===== config.mk =====
export PLATFORM = sky130hd
export DESIGN_NAME = alls_seq
export DESIGN_NICKNAME = d
export VERILOG_FILES = /design/src/hdl/alls_pkg.sv /design/src/hdl/alls_seq.sv
export SDC_FILE = /design/constraint.sdc
export NUM_CORES = 1
export LEC_CHECK = 0
export CORE_MARGIN = 8
export CORE_UTILIZATION = 30
export CTS_CLUSTER_SIZE = 8
export DETAILED_ROUTE_END_ITERATION = 8
export DONT_BUFFER_PORTS = 1
export PLACE_DENSITY_LB_ADDON = 0.2
export RECOVER_POWER = 50
export SETUP_SLACK_MARGIN = 0.5
export SYNTH_ARGS = -nofsm -noshare
export SYNTH_HDL_FRONTEND = slang
export SYNTH_SLANG_ARGS = --single-unit

===== constraint.sdc =====
create_clock -name clock -period 5.1 [get_ports clock]
set_clock_uncertainty 0.1 [all_clocks]
set_input_delay 1.02 -clock clock [delete_from_list [all_inputs] [get_ports clock]]
set_output_delay 1.02 -clock clock [all_outputs]
set_load 0.005 [all_outputs]

===== src/hdl/alls_pkg.sv =====
// Shared types, codes and field widths for the array linked list store.
`timescale 1ns / 1ps
package alls_pkg;

   localparam int CAPACITY_DEF   = 1024;
   localparam int DATA_WIDTH_DEF = 32;

   localparam int MODE_W   = 3;
   localparam int VALUE_W  = 32;
   localparam int INDEX_W  = 10;
   localparam int STATUS_W = 3;
   localparam int COUNT_W  = 11;

   localparam int REQ_TDATA_W = 48;
   localparam int RSP_TDATA_W = 64;

   localparam logic [MODE_W-1:0] MODE_PUSH      = MODE_W'(0);
   localparam logic [MODE_W-1:0] MODE_REMOVE    = MODE_W'(1);
   localparam logic [MODE_W-1:0] MODE_READ_SLOT = MODE_W'(2);
   localparam logic [MODE_W-1:0] MODE_READ_POS  = MODE_W'(3);
   localparam logic [MODE_W-1:0] MODE_CLEAR     = MODE_W'(4);

   localparam logic [STATUS_W-1:0] ST_OK     = STATUS_W'(0);
   localparam logic [STATUS_W-1:0] ST_FULL   = STATUS_W'(1);
   localparam logic [STATUS_W-1:0] ST_EMPTY  = STATUS_W'(2);
   localparam logic [STATUS_W-1:0] ST_RANGE  = STATUS_W'(3);
   localparam logic [STATUS_W-1:0] ST_ABSENT = STATUS_W'(4);

   typedef enum logic [2:0] {
      S_IDLE,
      S_PUSH_LINK,
      S_RM_FETCH,
      S_RM_FIX_NEXT,
      S_RM_FIX_PREV,
      S_NODE_READ,
      S_WALK
   } state_type;

   typedef struct packed {
      logic [INDEX_W-1:0]        index;
      logic signed [VALUE_W-1:0] value;
      logic [MODE_W-1:0]         mode;
   } req_type;

   // packed lowest field last: value_res sits in the low bits
   typedef struct packed {
      logic [COUNT_W-1:0]        live_count;
      logic [COUNT_W-1:0]        used_count;
      logic                      present;
      logic [STATUS_W-1:0]       status;
      logic signed [VALUE_W-1:0] value_res;
   } rsp_type;

   typedef struct packed {
      logic node_wr;
      logic link_wr;
   } mem_wr_type;

endpackage


===== src/hdl/alls_seq.sv =====
// Request sequencer: list registers, memory access steps and result build.
`timescale 1ns / 1ps
module alls_seq #(
   parameter int CAPACITY   = alls_pkg::CAPACITY_DEF,
   parameter int DATA_WIDTH = alls_pkg::DATA_WIDTH_DEF
) (
   input  logic                                 clock,
   input  logic                                 reset,
   input  logic                                 start,
   input  alls_pkg::req_type                    req,
   output logic                                 idle,
   output logic                                 done,
   output alls_pkg::rsp_type                    rsp,
   output alls_pkg::mem_wr_type                 mem_wr,
   output logic [$clog2(CAPACITY)-1:0]          node_wr_addr,
   output logic [DATA_WIDTH:0]                  node_wdata,
   output logic [$clog2(CAPACITY)-1:0]          node_rd_addr,
   input  logic [DATA_WIDTH:0]                  node_rdata,
   output logic [$clog2(CAPACITY)-1:0]          link_wr_addr,
   output logic [2*$clog2(CAPACITY+1)-1:0]      link_wdata,
   output logic [$clog2(CAPACITY)-1:0]          link_rd_addr,
   input  logic [2*$clog2(CAPACITY+1)-1:0]      link_rdata
);
   import alls_pkg::*;

   localparam int SLOT_W = $clog2(CAPACITY);
   localparam int PTR_W  = $clog2(CAPACITY + 1);
   localparam int CMP_W  = (PTR_W > INDEX_W) ? PTR_W : INDEX_W;
   localparam logic [PTR_W-1:0] NONE = PTR_W'(CAPACITY);

   state_type state_ff, state_in;
   logic [PTR_W-1:0]   used_ff, used_in;
   logic [PTR_W-1:0]   live_ff, live_in;
   logic [PTR_W-1:0]   head_ff, head_in;
   logic [PTR_W-1:0]   tail_ff, tail_in;
   logic [SLOT_W-1:0]  slot_ff, slot_in;
   logic [INDEX_W-1:0] remain_ff, remain_in;
   logic [PTR_W-1:0]   pr_ff, pr_in;
   logic [PTR_W-1:0]   nx_ff, nx_in;
   logic [VALUE_W-1:0] res_ff, res_in;

   logic                         lt_used, lt_live, is_full;
   logic signed [63:0]           val_ext;
   logic [DATA_WIDTH-1:0]        store_data;
   logic signed [DATA_WIDTH-1:0] rd_data_s;
   logic signed [63:0]           rd_ext;
   logic [VALUE_W-1:0]           rd_value;
   logic                         rd_present;
   logic [PTR_W-1:0]             rd_prev, rd_next;

   assign lt_used = CMP_W'(req.index) < CMP_W'(used_ff);
   assign lt_live = CMP_W'(req.index) < CMP_W'(live_ff);
   assign is_full = (used_ff == NONE);

   // value is kept to DATA_WIDTH bits and sign-extended back on the way out
   assign val_ext    = 64'(req.value);
   assign store_data = val_ext[DATA_WIDTH-1:0];
   assign rd_data_s  = node_rdata[DATA_WIDTH-1:0];
   assign rd_ext     = 64'(rd_data_s);
   assign rd_value   = rd_ext[VALUE_W-1:0];
   assign rd_present = node_rdata[DATA_WIDTH];
   assign rd_prev    = link_rdata[2*PTR_W-1:PTR_W];
   assign rd_next    = link_rdata[PTR_W-1:0];

   assign idle = (state_ff == S_IDLE);

   always_comb begin
      state_in = state_ff;
      unique case (state_ff)
         S_IDLE: begin
            if (start) begin
               unique case (req.mode)
                  MODE_PUSH: begin
                     if (!is_full && live_ff != '0) begin
                        state_in = S_PUSH_LINK;
                     end
                  end
                  MODE_REMOVE: begin
                     if (used_ff != '0 && lt_used) begin
                        state_in = S_RM_FETCH;
                     end
                  end
                  MODE_READ_SLOT: begin
                     if (lt_used) begin
                        state_in = S_NODE_READ;
                     end
                  end
                  MODE_READ_POS: begin
                     if (lt_live) begin
                        state_in = (req.index == '0) ? S_NODE_READ : S_WALK;
                     end
                  end
                  default: state_in = S_IDLE;
               endcase
            end
         end
         S_PUSH_LINK: state_in = S_IDLE;
         S_RM_FETCH: begin
            if (!rd_present) begin
               state_in = S_IDLE;
            end else if (rd_next < NONE) begin
               state_in = S_RM_FIX_NEXT;
            end else if (rd_prev < NONE) begin
               state_in = S_RM_FIX_PREV;
            end else begin
               state_in = S_IDLE;
            end
         end
         S_RM_FIX_NEXT: state_in = (pr_ff < NONE) ? S_RM_FIX_PREV : S_IDLE;
         S_RM_FIX_PREV: state_in = S_IDLE;
         S_NODE_READ:   state_in = S_IDLE;
         S_WALK: begin
            if (!(rd_next < NONE)) begin
               state_in = S_IDLE;
            end else if (remain_ff == INDEX_W'(1)) begin
               state_in = S_NODE_READ;
            end else begin
               state_in = S_WALK;
            end
         end
         default: state_in = S_IDLE;
      endcase
   end

   always_comb begin
      mem_wr        = '0;
      node_wr_addr  = slot_ff;
      node_wdata    = {1'b0, node_rdata[DATA_WIDTH-1:0]};
      node_rd_addr  = SLOT_W'(req.index);
      link_wr_addr  = slot_ff;
      link_wdata    = '0;
      link_rd_addr  = SLOT_W'(req.index);
      done          = 1'b0;
      rsp           = '0;
      rsp.status    = ST_OK;
      used_in       = used_ff;
      live_in       = live_ff;
      head_in       = head_ff;
      tail_in       = tail_ff;
      slot_in       = slot_ff;
      remain_in     = remain_ff;
      pr_in         = pr_ff;
      nx_in         = nx_ff;
      res_in        = res_ff;

      unique case (state_ff)
         S_IDLE: begin
            if (start) begin
               unique case (req.mode)
                  MODE_PUSH: begin
                     if (is_full) begin
                        done       = 1'b1;
                        rsp.status = ST_FULL;
                     end else begin
                        // new slot goes in whole; the old tail's next is fixed next cycle
                        mem_wr.node_wr = 1'b1;
                        mem_wr.link_wr = 1'b1;
                        node_wr_addr   = SLOT_W'(used_ff);
                        node_wdata     = {1'b1, store_data};
                        link_wr_addr   = SLOT_W'(used_ff);
                        link_wdata     = {(live_ff == '0) ? NONE : tail_ff, NONE};
                        link_rd_addr   = SLOT_W'(tail_ff);
                        head_in        = (live_ff == '0) ? used_ff : head_ff;
                        tail_in        = used_ff;
                        used_in        = used_ff + PTR_W'(1);
                        live_in        = live_ff + PTR_W'(1);
                        slot_in        = SLOT_W'(used_ff);
                        pr_in          = tail_ff;
                        if (live_ff == '0) begin
                           done        = 1'b1;
                           rsp.present = 1'b1;
                        end
                     end
                  end
                  MODE_REMOVE: begin
                     if (used_ff == '0) begin
                        done       = 1'b1;
                        rsp.status = ST_EMPTY;
                     end else if (!lt_used) begin
                        done       = 1'b1;
                        rsp.status = ST_RANGE;
                     end else begin
                        slot_in = SLOT_W'(req.index);
                     end
                  end
                  MODE_READ_SLOT: begin
                     if (!lt_used) begin
                        done       = 1'b1;
                        rsp.status = ST_RANGE;
                     end
                  end
                  MODE_READ_POS: begin
                     if (!lt_live) begin
                        done       = 1'b1;
                        rsp.status = ST_RANGE;
                     end else begin
                        node_rd_addr = SLOT_W'(head_ff);
                        link_rd_addr = SLOT_W'(head_ff);
                        remain_in    = req.index;
                     end
                  end
                  MODE_CLEAR: begin
                     done    = 1'b1;
                     used_in = '0;
                     live_in = '0;
                     head_in = NONE;
                     tail_in = NONE;
                  end
                  default: done = 1'b1;
               endcase
            end
         end
         S_PUSH_LINK: begin
            mem_wr.link_wr = 1'b1;
            link_wr_addr   = SLOT_W'(pr_ff);
            link_wdata     = {rd_prev, PTR_W'(slot_ff)};
            done           = 1'b1;
            rsp.present    = 1'b1;
         end
         S_RM_FETCH: begin
            if (!rd_present) begin
               done       = 1'b1;
               rsp.status = ST_ABSENT;
            end else begin
               mem_wr.node_wr = 1'b1;
               res_in         = rd_value;
               pr_in          = rd_prev;
               nx_in          = rd_next;
               if (live_ff != '0) begin
                  live_in = live_ff - PTR_W'(1);
               end
               if (!(rd_next < NONE)) begin
                  tail_in = rd_prev;
               end
               if (!(rd_prev < NONE)) begin
                  head_in = rd_next;
               end
               if (live_in == '0) begin
                  head_in = NONE;
                  tail_in = NONE;
               end
               if (rd_next < NONE) begin
                  link_rd_addr = SLOT_W'(rd_next);
               end else if (rd_prev < NONE) begin
                  link_rd_addr = SLOT_W'(rd_prev);
               end else begin
                  done          = 1'b1;
                  rsp.value_res = rd_value;
               end
            end
         end
         S_RM_FIX_NEXT: begin
            mem_wr.link_wr = 1'b1;
            link_wr_addr   = SLOT_W'(nx_ff);
            link_wdata     = {pr_ff, rd_next};
            if (pr_ff < NONE) begin
               link_rd_addr = SLOT_W'(pr_ff);
            end else begin
               done          = 1'b1;
               rsp.value_res = res_ff;
            end
         end
         S_RM_FIX_PREV: begin
            mem_wr.link_wr = 1'b1;
            link_wr_addr   = SLOT_W'(pr_ff);
            link_wdata     = {rd_prev, nx_ff};
            done           = 1'b1;
            rsp.value_res  = res_ff;
         end
         S_NODE_READ: begin
            done = 1'b1;
            if (rd_present) begin
               rsp.value_res = rd_value;
               rsp.present   = 1'b1;
            end else begin
               rsp.status = ST_ABSENT;
            end
         end
         S_WALK: begin
            if (!(rd_next < NONE)) begin
               done       = 1'b1;
               rsp.status = ST_RANGE;
            end else begin
               node_rd_addr = SLOT_W'(rd_next);
               link_rd_addr = SLOT_W'(rd_next);
               remain_in    = remain_ff - INDEX_W'(1);
            end
         end
         default: done = 1'b0;
      endcase

      rsp.used_count = COUNT_W'(used_in);
      rsp.live_count = COUNT_W'(live_in);
   end

   always_ff @(posedge clock) begin
      if (reset) begin
         state_ff <= S_IDLE;
         used_ff  <= '0;
         live_ff  <= '0;
         head_ff  <= NONE;
         tail_ff  <= NONE;
      end else begin
         state_ff <= state_in;
         used_ff  <= used_in;
         live_ff  <= live_in;
         head_ff  <= head_in;
         tail_ff  <= tail_in;
      end
   end

   always_ff @(posedge clock) begin
      slot_ff   <= slot_in;
      remain_ff <= remain_in;
      pr_ff     <= pr_in;
      nx_ff     <= nx_in;
      res_ff    <= res_in;
   end

endmodule


## Yosys cells after proc, flatten, opt, wreduce, memory -nomap -nowiden

Cells that the tools add are included.

- Eq/ne operators: 30
- Add/sub/neg operators: 4
- Reductions and logical operators: 25
- $lt $le $gt $ge: 5
- Div/mod/pow operators: 0
- Multiplexer cells: 118
- Shift operators: 0
- Multiply operators: 0
- Bitwise operators: 0

Operators by type and width:

| kind | count |
|---|---|
| 2-to-1 mux 10 bit | 26 |
| 2-to-1 mux 11 bit | 19 |
| 2-to-1 mux 32 bit | 5 |
| 2-to-1 mux 33 bit | 4 |
| one-hot mux 11 bit (2 select lines) | 6 |
| one-hot mux 32 bit (4 select lines) | 1 |
| one-hot mux 10 bit (2 select lines) | 6 |
| one-hot mux 22 bit (4 select lines) | 1 |
| 2-to-1 mux 22 bit | 3 |
| one-hot mux 10 bit (4 select lines) | 1 |
| one-hot mux 3 bit (4 select lines) | 3 |
| logical NOT 11 bit | 3 |
| < comparator 11 bit, second input constant | 3 |
| 2-to-1 mux 3 bit | 11 |
| one-hot mux 10 bit (3 select lines) | 1 |
| != test 3 bit, second input constant | 8 |
| adder 11 x 1 -> 11 bit, second input constant | 2 |
| < comparator 10 x 11 -> 1 bit | 2 |
| nonzero test 11 bit | 2 |
| AND reduction 5 bit | 4 |
| 2-to-1 mux 2 bit | 9 |
| 2-to-1 mux 1 bit | 15 |
| == test 3 x 2 -> 1 bit, second input constant | 4 |
| == test 3 bit, second input constant | 4 |
| other kinds (24) | 39 |

- Output and inout bits: 157
- Latch bits: 0
- Register bits: 120
- Logic and storage cells: 192
- Input bits: 103
- Bits in writable memories: 0
- Memory bits (read-only): 0
- Memories kept: 0

## Depth between registers and ports, before layout

Gate-level depths: netlist (run 1).

- Depth after elaboration: 8
- Mapped depth: 13
- Gate-level depth less buffers: 10

## Least setup slack after synthesis (run 1)

OpenSTA, ideal clock, no wires.

- Path type: in2out
- From: input node_rdata[32]
- To: output link_rd_addr[9]
- Path buffers: 1
- Arrival time: 3,697 ps
- Path slack: 283 ps
- Data required time: 3,980 ps
- Cell stages on the path: 9
- Cell sequence: nand3_1 clkinv_1 and3_1 clkbuf_1 nand2_1 nand3_1 a311o_1 o21ai_0 nand2_1

- Word-level cells in the longest chain between the ends: 2

Ends and longest elaborated chain:

| element | line | source |
|---|---|---|
| from (decl) | alls_seq.sv:18 | `input logic [DATA_WIDTH:0] node_rdata,` |
| 2-to-1 mux 10 bit | alls_seq.sv:221 | `if (!rd_present) begin` |
| one-hot mux 10 bit (4 select lines) | alls_seq.sv:146 | `unique case (state_ff)` |
| to (decl) | alls_seq.sv:21 | `output logic [$clog2(CAPACITY)-1:0] link_rd_addr,` |

No other way between the ends.

==> flow_metrics.env, run 1 <==
export IMPL_route_detailed_wl_per_inst_um=27.7
export IMPL_timing_worst_slew_pin_value_ps=1200
export IMPL_mappedNetlistArea_um2=9410
export IMPL_vias_in_the_first_global_route=9167
export IMPL_crit_buf_inv=4
export IMPL_worst_ep_required_time_ps=3980
export IMPL_synthCells=1249
export IMPL_power_frac_seq=0.380
export IMPL_viasPerCell=6.20
export IMPL_setup_slack_on_the_worst_flop_to_flop_path_ps=1050
export IMPL_cts_inserted_buffers=17
export IMPL_crit_family="buffers and inverters"
export IMPL_synth_top_cell_area_share=0.236
export IMPL_cts_tree="done"
export IMPL_drt_total_wl_um=45400
export IMPL_maxCapViolations=0
export IMPL_path_cells="buf_4 -> nor2_1 -> clkbuf_1 -> nand2_1 -> clkbuf_1 -> o21ai_0 -> and2_1 -> buf_4 -> a22o_1"
export IMPL_finalCritPeriodShare=0.913
export IMPL_cts_hold_repair_buffers=0
export IMPL_grt_setup_unrepaired="false"
export IMPL_cts_buffer_depth=2
export IMPL_timing_hold_worst_start="tail_ff[10]"
export IMPL_yosys_cell_count_top_type="sky130_fd_sc_hd__nand2_1"
export IMPL_drcViolationCount=0
export IMPL_total_of_warnings_raised_by_yosys=0
export IMPL_clock_tree_root_cell="sky130_fd_sc_hd__clkbuf_16"
export IMPL_fmax_ghz=0.215
export IMPL_routabilityCongestion=0.991
export IMPL_synth_edf_count=74
export IMPL_timing_critical_path_slowest_stage_cell="sky130_fd_sc_hd__clkbuf_1"
export IMPL_cts_sinks=120
export IMPL_drtAntennaViolNets=0
export IMPL_synthTopCellsByArea="sky130_fd_sc_hd__edfxtp_1, sky130_fd_sc_hd__nand2_1, sky130_fd_sc_hd__dfxtp_1"
export IMPL_clock_pin_slew_reported_for_the_worst_setup_and_hold_paths_after_clock_tree_synthesis_ps=60
export IMPL_setup_viol=0
export IMPL_p_int_uw=2100
export IMPL_drt_first_pass_iters=6
export IMPL_max_stage_delay_ps=880
export IMPL_yosys_cell_types=71
export IMPL_cts_htree_levels=4
export IMPL_critical_path_peak_fanout=32
export IMPL_antennaDiodeCount=0
export IMPL_groute_usage_overall=0.233
export IMPL_initial_core_util=0.301
export IMPL_grt_pass1_wl_um=64100
export IMPL_synth_top_cells_by_count="sky130_fd_sc_hd__nand2_1, sky130_fd_sc_hd__o21ai_0, sky130_fd_sc_hd__clkbuf_1"
export IMPL_antenna_found_initial=2
export IMPL_seq_area_frac_synth=0.334
export IMPL_synth_nets=1376
export IMPL_total_switching_power_uw=891
export IMPL_dpl_cell_count=1606
export IMPL_hold_path_end="tail_ff[10]"
export IMPL_io_pin_count=260
export IMPL_maxSlewViolCount=0
export IMPL_num_rows=65
export IMPL_placement_io_buffers=0
export IMPL_worstHoldPathType="reg -> reg"
export IMPL_yosys_most_used_dff="sky130_fd_sc_hd__edfxtp_1"
export IMPL_drive_above_1_share=0.0929
export IMPL_comb_power_share=0.188
export IMPL_finish_net_count=1352
export IMPL_share_clk_of_total_power=0.432
export IMPL_final_hold_violation_count=0
export IMPL_total_die_area_um2=37300
export IMPL_r2r_start="state_ff[0]"
export IMPL_maximum_number_of_pins_on_one_net_before_global_route_repair=51
export IMPL_total_leakage_power_uw=0.00400
export IMPL_place_hpwl_um=34000
export IMPL_fin_cells=1640
export IMPL_worst_hold_slack_ps=383
export IMPL_final_min_clock_period_ps=4650
export IMPL_ff2ff_path_depth=13
export IMPL_dieWidth_um=193
export IMPL_slew_limit_headroom=0.200
export IMPL_worst_setup_path_startpoint="state_ff[0]"
export IMPL_power_density_nw_per_um2=282
export IMPL_arrival_ps=3530
export IMPL_first_iter_violations=1607
export IMPL_vdd_ir_drop_max_mv=0.229
export IMPL_synth_top_cell_by_area="sky130_fd_sc_hd__edfxtp_1"
export IMPL_power_total_uw=2990
export IMPL_synth_async_reset_ratio=0
export IMPL_min_path_cells=1
export IMPL_area_delta_synth_final_pct=12.7
export IMPL_fin_ws_ps=445
export IMPL_worst_flop_to_flop_path_endpoint="head_ff[2]"
export IMPL_grt_overflow_total=0
export IMPL_coreArea_um2=31200
export IMPL_timing_setup_critical_path_class="reg -> out"
export IMPL_clkLatencyLatePin_ps=420
export IMPL_critPathCaptureType="output port"
export IMPL_fp_dieH_um=193
export IMPL_place_ws_ps=761
export IMPL_dr_total_vias=10200
export IMPL_synth_area_per_cell_um2=7.54
export IMPL_outcome="completed"
export IMPL_finalSetupTns_ps=0
export IMPL_power_switching_share=0.298
export IMPL_synth_seq_cells=120
export IMPL_cp_start_kind="register"
-- layer usage --
layer  wire length [µm]  vias up  track usage
met5                 25        -            0
met4               1260        4       0.0799
met3               4700       87       0.0568
met2              20600      617        0.350
met1              18800     4912        0.320
li1                   -     4544            -
-- worst reg2reg max path, stage by stage, from the launching register on --
cell	delay, ps
sky130_fd_sc_hd__dfxtp_1	320
sky130_fd_sc_hd__buf_4	250
sky130_fd_sc_hd__nor2_1	180
sky130_fd_sc_hd__clkbuf_1	410
sky130_fd_sc_hd__nand3_1	180
sky130_fd_sc_hd__clkinvlp_2	130
sky130_fd_sc_hd__buf_6	470
sky130_fd_sc_hd__o22ai_1	210
sky130_fd_sc_hd__a221oi_1	350
sky130_fd_sc_hd__a21boi_0	210
sky130_fd_sc_hd__a31oi_1	60
sky130_fd_sc_hd__clkbuf_1	410
sky130_fd_sc_hd__a221oi_1	560
sky130_fd_sc_hd__nor3_1	80
-- power groups by stage --
stage               Combinational, µW  Sequential, µW  Clock (µW)
detailed placement                556            1150           0
global route                      614            1140        1350
finish                            564            1140        1290
CTS                               559            1130        1310
floorplan                         395            1120           0
global placement                  555            1160           0
-- stage by stage --
step	instance area [µm²]	util
after detailed placement	9960	0.319
after floorplan	9410	-
after global placement	9960	0.319
after CTS	10600	0.340
after global routing	10600	0.340
final	10600	0.340
-- cells in the final DEF, fill, tap and decap left out, types with 12 or more instances in the layout --
master / synthesis / layout
sky130_fd_sc_hd__buf_4: 0 / 47
sky130_fd_sc_hd__a22o_1: 32 / 32
sky130_fd_sc_hd__inv_1: 43 / 43
sky130_fd_sc_hd__a221oi_1: 30 / 30
sky130_fd_sc_hd__o22ai_1: 26 / 26
sky130_fd_sc_hd__nor2_1: 71 / 68
sky130_fd_sc_hd__a22oi_1: 24 / 24
sky130_fd_sc_hd__nand3_1: 17 / 16
sky130_fd_sc_hd__nor4b_1: 15 / 15
sky130_fd_sc_hd__nor2b_1: 48 / 48
sky130_fd_sc_hd__a21oi_1: 58 / 58
sky130_fd_sc_hd__clkbuf_16: 0 / 17
sky130_fd_sc_hd__o21ai_0: 106 / 105
sky130_fd_sc_hd__nand2_1: 279 / 277
sky130_fd_sc_hd__ha_1: 24 / 24
sky130_fd_sc_hd__edfxtp_1: 74 / 74
sky130_fd_sc_hd__and4_1: 12 / 12
sky130_fd_sc_hd__xnor2_1: 12 / 12
sky130_fd_sc_hd__a31oi_1: 21 / 20
sky130_fd_sc_hd__nor3_1: 52 / 51
sky130_fd_sc_hd__dfxtp_1: 46 / 44
-- worst max path at each step --
stage | slack [ps] | to | cells past startpoint
2_1_floorplan | 900 | link_rd_addr[9] | 9
3_3_place_gp | 770 | link_rd_addr[9] | 10
3_5_place_dp | 760 | link_rd_addr[5] | 9
4_1_cts | 500 | link_rd_addr[7] | 8
5_1_grt | 280 | link_rd_addr[5] | 10
6_report | 450 | rsp[20] | 9
-- what timing repair did --
action / CTS / global route
gates resized for setup: 5 / 10
endpoints found under the setup margin: 17 / 20
buffers inserted: 0 / 2
-- layout make-up --
cell class	instances	area [µm²]
Clock buffer	21	480
Multi-Input combinational cell	983	5750
Timing Repair Buffer	58	402
Inverter	45	174
Clock inverter	11	144
Tap cell	402	503
Sequential cell	120	3150
Fill cell	3337	20600
-- state kept, by name (all words and copies together) (netlist names), 10 cells and up --
register / flops
res_ff: 32
live_ff: 11
nx_ff: 11
pr_ff: 11
tail_ff: 11
used_ff: 11
head_ff: 10
remain_ff: 10
slot_ff: 10
-- kinds of logic (layout without fill, tap and decap cells) --
logic type,count (synthesis),in the layout,share of synthesized area
XOR/XNOR,13,13,0.0121
flip-flops,120,120,0.334
AO/OA/AOI/OAI,378,378,0.270
multiplexers,6,6,0.00651
buffers and inverters,146,135,0.0601
AND/OR/NAND/NOR,554,554,0.277
adder cells (fa/ha/maj),32,32,0.0404
No activity file was read; power rests on OpenSTA's default activity.
==> inputs of run 2 (changes only) <==
--- a/config.mk
+++ b/config.mk
@@ -6,9 +6,9 @@
 export NUM_CORES = 1
 export LEC_CHECK = 0
-export CORE_MARGIN = 8
+export BUFFER_PORTS_ARGS = -buffer_cell sky130_fd_sc_hd__buf_4
+export CORE_MARGIN = 4
 export CORE_UTILIZATION = 30
 export CTS_CLUSTER_SIZE = 8
 export DETAILED_ROUTE_END_ITERATION = 8
-export DONT_BUFFER_PORTS = 1
 export PLACE_DENSITY_LB_ADDON = 0.2
 export RECOVER_POWER = 50
==> constraint.sdc (replaced) <==
create_clock -name clock -period 5.1 [get_ports clock]
set_clock_uncertainty 0.1 [all_clocks]
set_input_delay 0.51 -clock clock [delete_from_list [all_inputs] [get_ports clock]]
set_output_delay 0.51 -clock clock [all_outputs]
set_load 0.005 [all_outputs]
==> flow_metrics.env, run 2 (synthesis results as in run 1) <==
export IMPL_vias_in_the_first_global_route=10300
export IMPL_io_pin_count=260
export IMPL_total_leakage_power_uw=0.00502
export IMPL_place_ws_ps=1200
export IMPL_path_cells="nor2_1 -> nand3_1 -> clkbuf_1 -> inv_2 -> and3_1 -> a21oi_1 -> inv_1 -> nor4_1 -> o22ai_1 -> buf_4"
export IMPL_antenna_found_initial=0
export IMPL_drt_first_pass_iters=7
export IMPL_cts_buffer_depth=2
export IMPL_cts_tree="done"
export IMPL_fmax_ghz=0.218
export IMPL_timing_setup_critical_path_class="reg -> out"
export IMPL_outcome="completed"
export IMPL_timing_hold_worst_start="node_rdata[14]"
export IMPL_dr_total_vias=11000
export IMPL_max_ffs_per_register=32
export IMPL_mostFrequentLayoutCell="sky130_fd_sc_hd__nand2_1"
export IMPL_crit_family="flip-flops"
export IMPL_drtAntennaViolNets=0
export IMPL_power_density_nw_per_um2=265
export IMPL_critical_path_peak_fanout=27
export IMPL_maxCapViolations=0
export IMPL_placement_io_buffers=259
export IMPL_worst_setup_path_startpoint="state_ff[2]"
export IMPL_finalCritPeriodShare=0.901
export IMPL_grt_overflow_total=0
export IMPL_worstHoldPathType="in -> reg"
export IMPL_critPathCaptureType="output port"
export IMPL_slew_limit_headroom=0.202
export IMPL_arrival_ps=3980
export IMPL_dieWidth_um=185
export IMPL_finish_net_count=1587
export IMPL_drive_above_1_share=0.203
export IMPL_final_min_clock_period_ps=4590
export IMPL_final_hold_violation_count=0
export IMPL_worst_ep_required_time_ps=4490
export IMPL_coreArea_um2=30700
export IMPL_setup_viol=0
export IMPL_total_die_area_um2=34300
export IMPL_cts_sinks=120
export IMPL_grt_setup_unrepaired="false"
export IMPL_max_stage_delay_ps=1110
export IMPL_num_rows=64
export IMPL_cts_htree_levels=4
export IMPL_postPlaceCellArea_um2=11700
export IMPL_maximum_number_of_pins_on_one_net_before_global_route_repair=51
export IMPL_power_total_uw=3220
export IMPL_drcViolationCount=0
export IMPL_fin_ws_ps=507
export IMPL_initial_core_util=0.306
export IMPL_cts_inserted_buffers=17
export IMPL_groute_usage_overall=0.255
export IMPL_vdd_ir_drop_max_mv=0.217
export IMPL_finalSetupTns_ps=0
export IMPL_timing_critical_path_slowest_stage_cell="sky130_fd_sc_hd__dfxtp_1"
export IMPL_routabilityCongestion=1.04
export IMPL_crit_buf_inv=4
export IMPL_fp_dieH_um=185
export IMPL_drt_total_wl_um=45500
export IMPL_area_delta_synth_final_pct=29.4
export IMPL_clock_tree_root_cell="sky130_fd_sc_hd__clkbuf_16"
export IMPL_r2r_start="state_ff[2]"
export IMPL_viasPerCell=5.90
export IMPL_setup_slack_on_the_worst_flop_to_flop_path_ps=650
export IMPL_layout_cell_area_non_filler_um2=12200
export IMPL_place_hpwl_um=34000
export IMPL_cp_start_kind="register"
export IMPL_most_common_layout_cells="sky130_fd_sc_hd__nand2_1, sky130_fd_sc_hd__buf_4, sky130_fd_sc_hd__o21ai_0"
export IMPL_clock_pin_slew_reported_for_the_worst_setup_and_hold_paths_after_clock_tree_synthesis_ps=60
export IMPL_grt_pass1_wl_um=66400
export IMPL_route_detailed_wl_per_inst_um=24.3
export IMPL_clkLatencyLatePin_ps=430
export IMPL_first_iter_violations=1406
export IMPL_maxSlewViolCount=0
export IMPL_timing_worst_slew_pin_value_ps=1200
export IMPL_biggest_register="res_ff"
run 2: changes by cell type in the layout (fill, tap and decap cells not counted), moves of 2 or more:
cell	previous run	this run
sky130_fd_sc_hd__clkbuf_1	10	51
sky130_fd_sc_hd__nand2_2	2	0
sky130_fd_sc_hd__clkbuf_8	4	0
sky130_fd_sc_hd__dfxtp_1	44	46
sky130_fd_sc_hd__nor2_2	3	1
sky130_fd_sc_hd__buf_4	47	241
sky130_fd_sc_hd__clkinv_4	2	6
sky130_fd_sc_hd__clkinv_2	4	2
sky130_fd_sc_hd__inv_2	0	2
sky130_fd_sc_hd__nand2_1	277	279
sky130_fd_sc_hd__clkbuf_4	0	2
sky130_fd_sc_hd__nor2_1	68	70
run 2: area by class of cell:
type                    count  area [µm²]
fillers                  3300       18600
clock inverters            14         199
multi-input cells         983        5730
diodes                      1        2.50
well taps                 396         495
flip-flops and latches    120        3140
repair buffers            293        2010
clock buffers              18         429
inverters                  45         169
run 2: what timing repair did:
action | 4_1_cts | 5_1_grt
setup buffers | 0 | 0
setup endpoints to repair | 0 | 7
hold buffers | 0 | 0
gates resized for setup | 0 | 3
run 2: stage by stage:
stage / instances / utilization / hold slack, ps
after floorplan: 1249 / - / 353
after global placement: 1837 / 0.382 / 407
after detailed placement: 1837 / 0.382 / 397
after CTS: 1869 / 0.402 / 159
after global routing: 1869 / 0.396 / 222
final: 1870 / 0.396 / 218
run 2: path summary, 6_finish.rpt:
| kind | end | cells past startpoint |
|---|---|---|
| worst max-delay path | link_rd_addr[1] | 10 |
| worst max register to register | tail_ff[10] | 12 |
| worst min register to register | tail_ff[10] | 1 |
| worst min-delay path | res_ff[14] | 1 |
run 2: report_power, final:
part	leakage (µW)	switching (µW)	total (µW)	internal [µW]
combinational	0.00367	446	759	314
clock	0.000304	504	1330	822
sequential	0.00105	65.5	1140	1070
run 2: layer usage:
metal | up-vias | track usage | share of wire | wire length (µm)
met4 | 0 | 0.0799 | 0.027 | 1210
met5 | - | 0 | 0 | 0
met3 | 80 | 0.0485 | 0.090 | 4080
met1 | 5324 | 0.358 | 0.42 | 19200
met2 | 617 | 0.397 | 0.46 | 21000
li1 | 5019 | - | - | -
==> inputs of run 3 (changes only) <==
Settings changed: PLACE_DENSITY from default to 0.48, PLACE_DENSITY_LB_ADDON 0.2 to default.
==> flow_metrics.env, run 3 (synthesis results as in run 1) <==
export IMPL_cts_tree="done"
export IMPL_cts_sinks=120
export IMPL_mostFrequentLayoutCell="sky130_fd_sc_hd__nand2_1"
export IMPL_biggest_register="res_ff"
export IMPL_cts_htree_levels=4
export IMPL_route_detailed_wl_per_inst_um=24.9
export IMPL_most_common_layout_cells="sky130_fd_sc_hd__nand2_1, sky130_fd_sc_hd__buf_4, sky130_fd_sc_hd__o21ai_0"
export IMPL_dieWidth_um=185
export IMPL_finish_net_count=1592
export IMPL_worst_flop_to_flop_path_endpoint="head_ff[1]"
export IMPL_first_iter_violations=1287
export IMPL_clkLatencyLatePin_ps=430
export IMPL_drt_first_pass_iters=7
export IMPL_grt_pass1_wl_um=67900
export IMPL_timing_hold_worst_start="node_rdata[14]"
export IMPL_setup_slack_on_the_worst_flop_to_flop_path_ps=640
export IMPL_area_delta_synth_final_pct=29.1
export IMPL_drive_above_1_share=0.205
export IMPL_clock_tree_root_cell="sky130_fd_sc_hd__clkbuf_16"
export IMPL_layout_cell_area_non_filler_um2=12200
export IMPL_maxSlewViolCount=0
export IMPL_min_path_cells=1
export IMPL_fin_ws_ps=387
export IMPL_fin_util=0.395
export IMPL_finalSetupTns_ps=0
export IMPL_total_leakage_power_uw=0.00503
export IMPL_finalCritPeriodShare=0.924
export IMPL_dpl_cell_count=1842
export IMPL_placement_io_buffers=259
export IMPL_worst_ep_required_time_ps=4490
export IMPL_setup_viol=0
export IMPL_max_ffs_per_register=32
export IMPL_cts_repair_resized=0
export IMPL_vias_in_the_first_global_route=10300
export IMPL_coreArea_um2=30700
export IMPL_final_min_clock_period_ps=4710
export IMPL_num_rows=64
export IMPL_maximum_number_of_pins_on_one_net_before_global_route_repair=47
export IMPL_dr_total_vias=11100
export IMPL_cts_hold_repair_buffers=0
export IMPL_timing_worst_slew_pin_value_ps=1420
export IMPL_critical_path_peak_fanout=26
export IMPL_clock_pin_slew_reported_for_the_worst_setup_and_hold_paths_after_clock_tree_synthesis_ps=60
export IMPL_final_hold_violation_count=0
export IMPL_viasPerCell=5.94
export IMPL_postPlaceCellArea_um2=11800
export IMPL_grt_setup_unrepaired="true"
export IMPL_fin_cells=1874
export IMPL_timing_setup_critical_path_class="reg -> out"
export IMPL_antenna_found_initial=2
export IMPL_grt_overflow_total=0
export IMPL_arrival_ps=4100
export IMPL_drtAntennaViolNets=0
export IMPL_fp_dieH_um=185
export IMPL_critPathCaptureType="output port"
export IMPL_post_cts_setup_buffer_count=0
export IMPL_groute_usage_overall=0.261
export IMPL_drcViolationCount=0
export IMPL_vdd_ir_drop_max_mv=0.156
export IMPL_slew_limit_headroom=0.0531
export IMPL_initial_core_util=0.306
export IMPL_drt_total_wl_um=46800
export IMPL_place_ws_ps=1080
export IMPL_worst_setup_path_startpoint="state_ff[2]"
export IMPL_cts_buffer_depth=2
export IMPL_cts_inserted_buffers=17
export IMPL_outcome="completed"
export IMPL_place_hpwl_um=35000
export IMPL_r2r_start="state_ff[2]"
export IMPL_routabilityCongestion=1.02
export IMPL_hold_path_end="res_ff[14]"
export IMPL_power_density_nw_per_um2=255
export IMPL_antennaDiodeCount=0
export IMPL_io_pin_count=260
export IMPL_fmax_ghz=0.212
export IMPL_worstHoldPathType="in -> reg"
export IMPL_ff2ff_path_depth=10
export IMPL_maxCapViolations=0
export IMPL_cp_start_kind="register"
export IMPL_total_die_area_um2=34300
[run 3: cell types whose count changed in the layout (fill, tap and decap cells not counted), sizes merged]
cell      before  now
buf          241  246
bufinv         4    1
clkbuf        70   69
clkinv         8    6
clkinvlp       1    2
diode          1    0
inv           46   51
[run 3: metal layers]
| metal | wire [µm] | track usage |
|---|---|---|
| met2 | 21200 | 0.409 |
| met4 | 1400 | 0.0731 |
| met5 | 20 | 0 |
| met1 | 19700 | 0.370 |
| met3 | 4480 | 0.0485 |
[run 3: worst max-delay path, stage by stage, from the launching register on]
cell and delay [ps]:
sky130_fd_sc_hd__dfxtp_1 320, sky130_fd_sc_hd__clkbuf_1 1030, sky130_fd_sc_hd__nand3b_1 470, sky130_fd_sc_hd__nor2_1 70
sky130_fd_sc_hd__buf_4 210, sky130_fd_sc_hd__a221o_1 370, sky130_fd_sc_hd__a21oi_1 490, sky130_fd_sc_hd__inv_1 150
sky130_fd_sc_hd__nor4_1 250, sky130_fd_sc_hd__o22ai_1 140, sky130_fd_sc_hd__buf_4 150
[run 3: power by group]
group / switching, µW / internal [µW]
clock network: 514 / 681
registers: 66.6 / 1070
logic: 453 / 314
total: 1030 / 2070
[run 3: stage by stage]
step / hold WS [ps] / power, µW
2_1_floorplan: 353 / 1510
3_3_place_gp: 426 / 1920
3_5_place_dp: 418 / 1930
4_1_cts: 157 / 3120
5_1_grt: 206 / 3230
6_report: 209 / 3100
[run 3: worst max-delay path by stage]
stage	to	slack, ps
2_1_floorplan	link_rd_addr[9]	1160
3_3_place_gp	link_wdata[21]	1150
3_5_place_dp	link_wdata[21]	1080
4_1_cts	link_wdata[21]	620
5_1_grt	link_rd_addr[1]	240
6_report	link_rd_addr[1]	390
[run 3: cell type report]
type | count | area (µm²)
clock buffer | 17 | 425
timing repair buffer | 298 | 2050
inverter | 45 | 169
fill | 3339 | 18600
tap | 396 | 495
multi-input combinational | 983 | 5720
clock inverter | 15 | 144
sequential | 120 | 3140
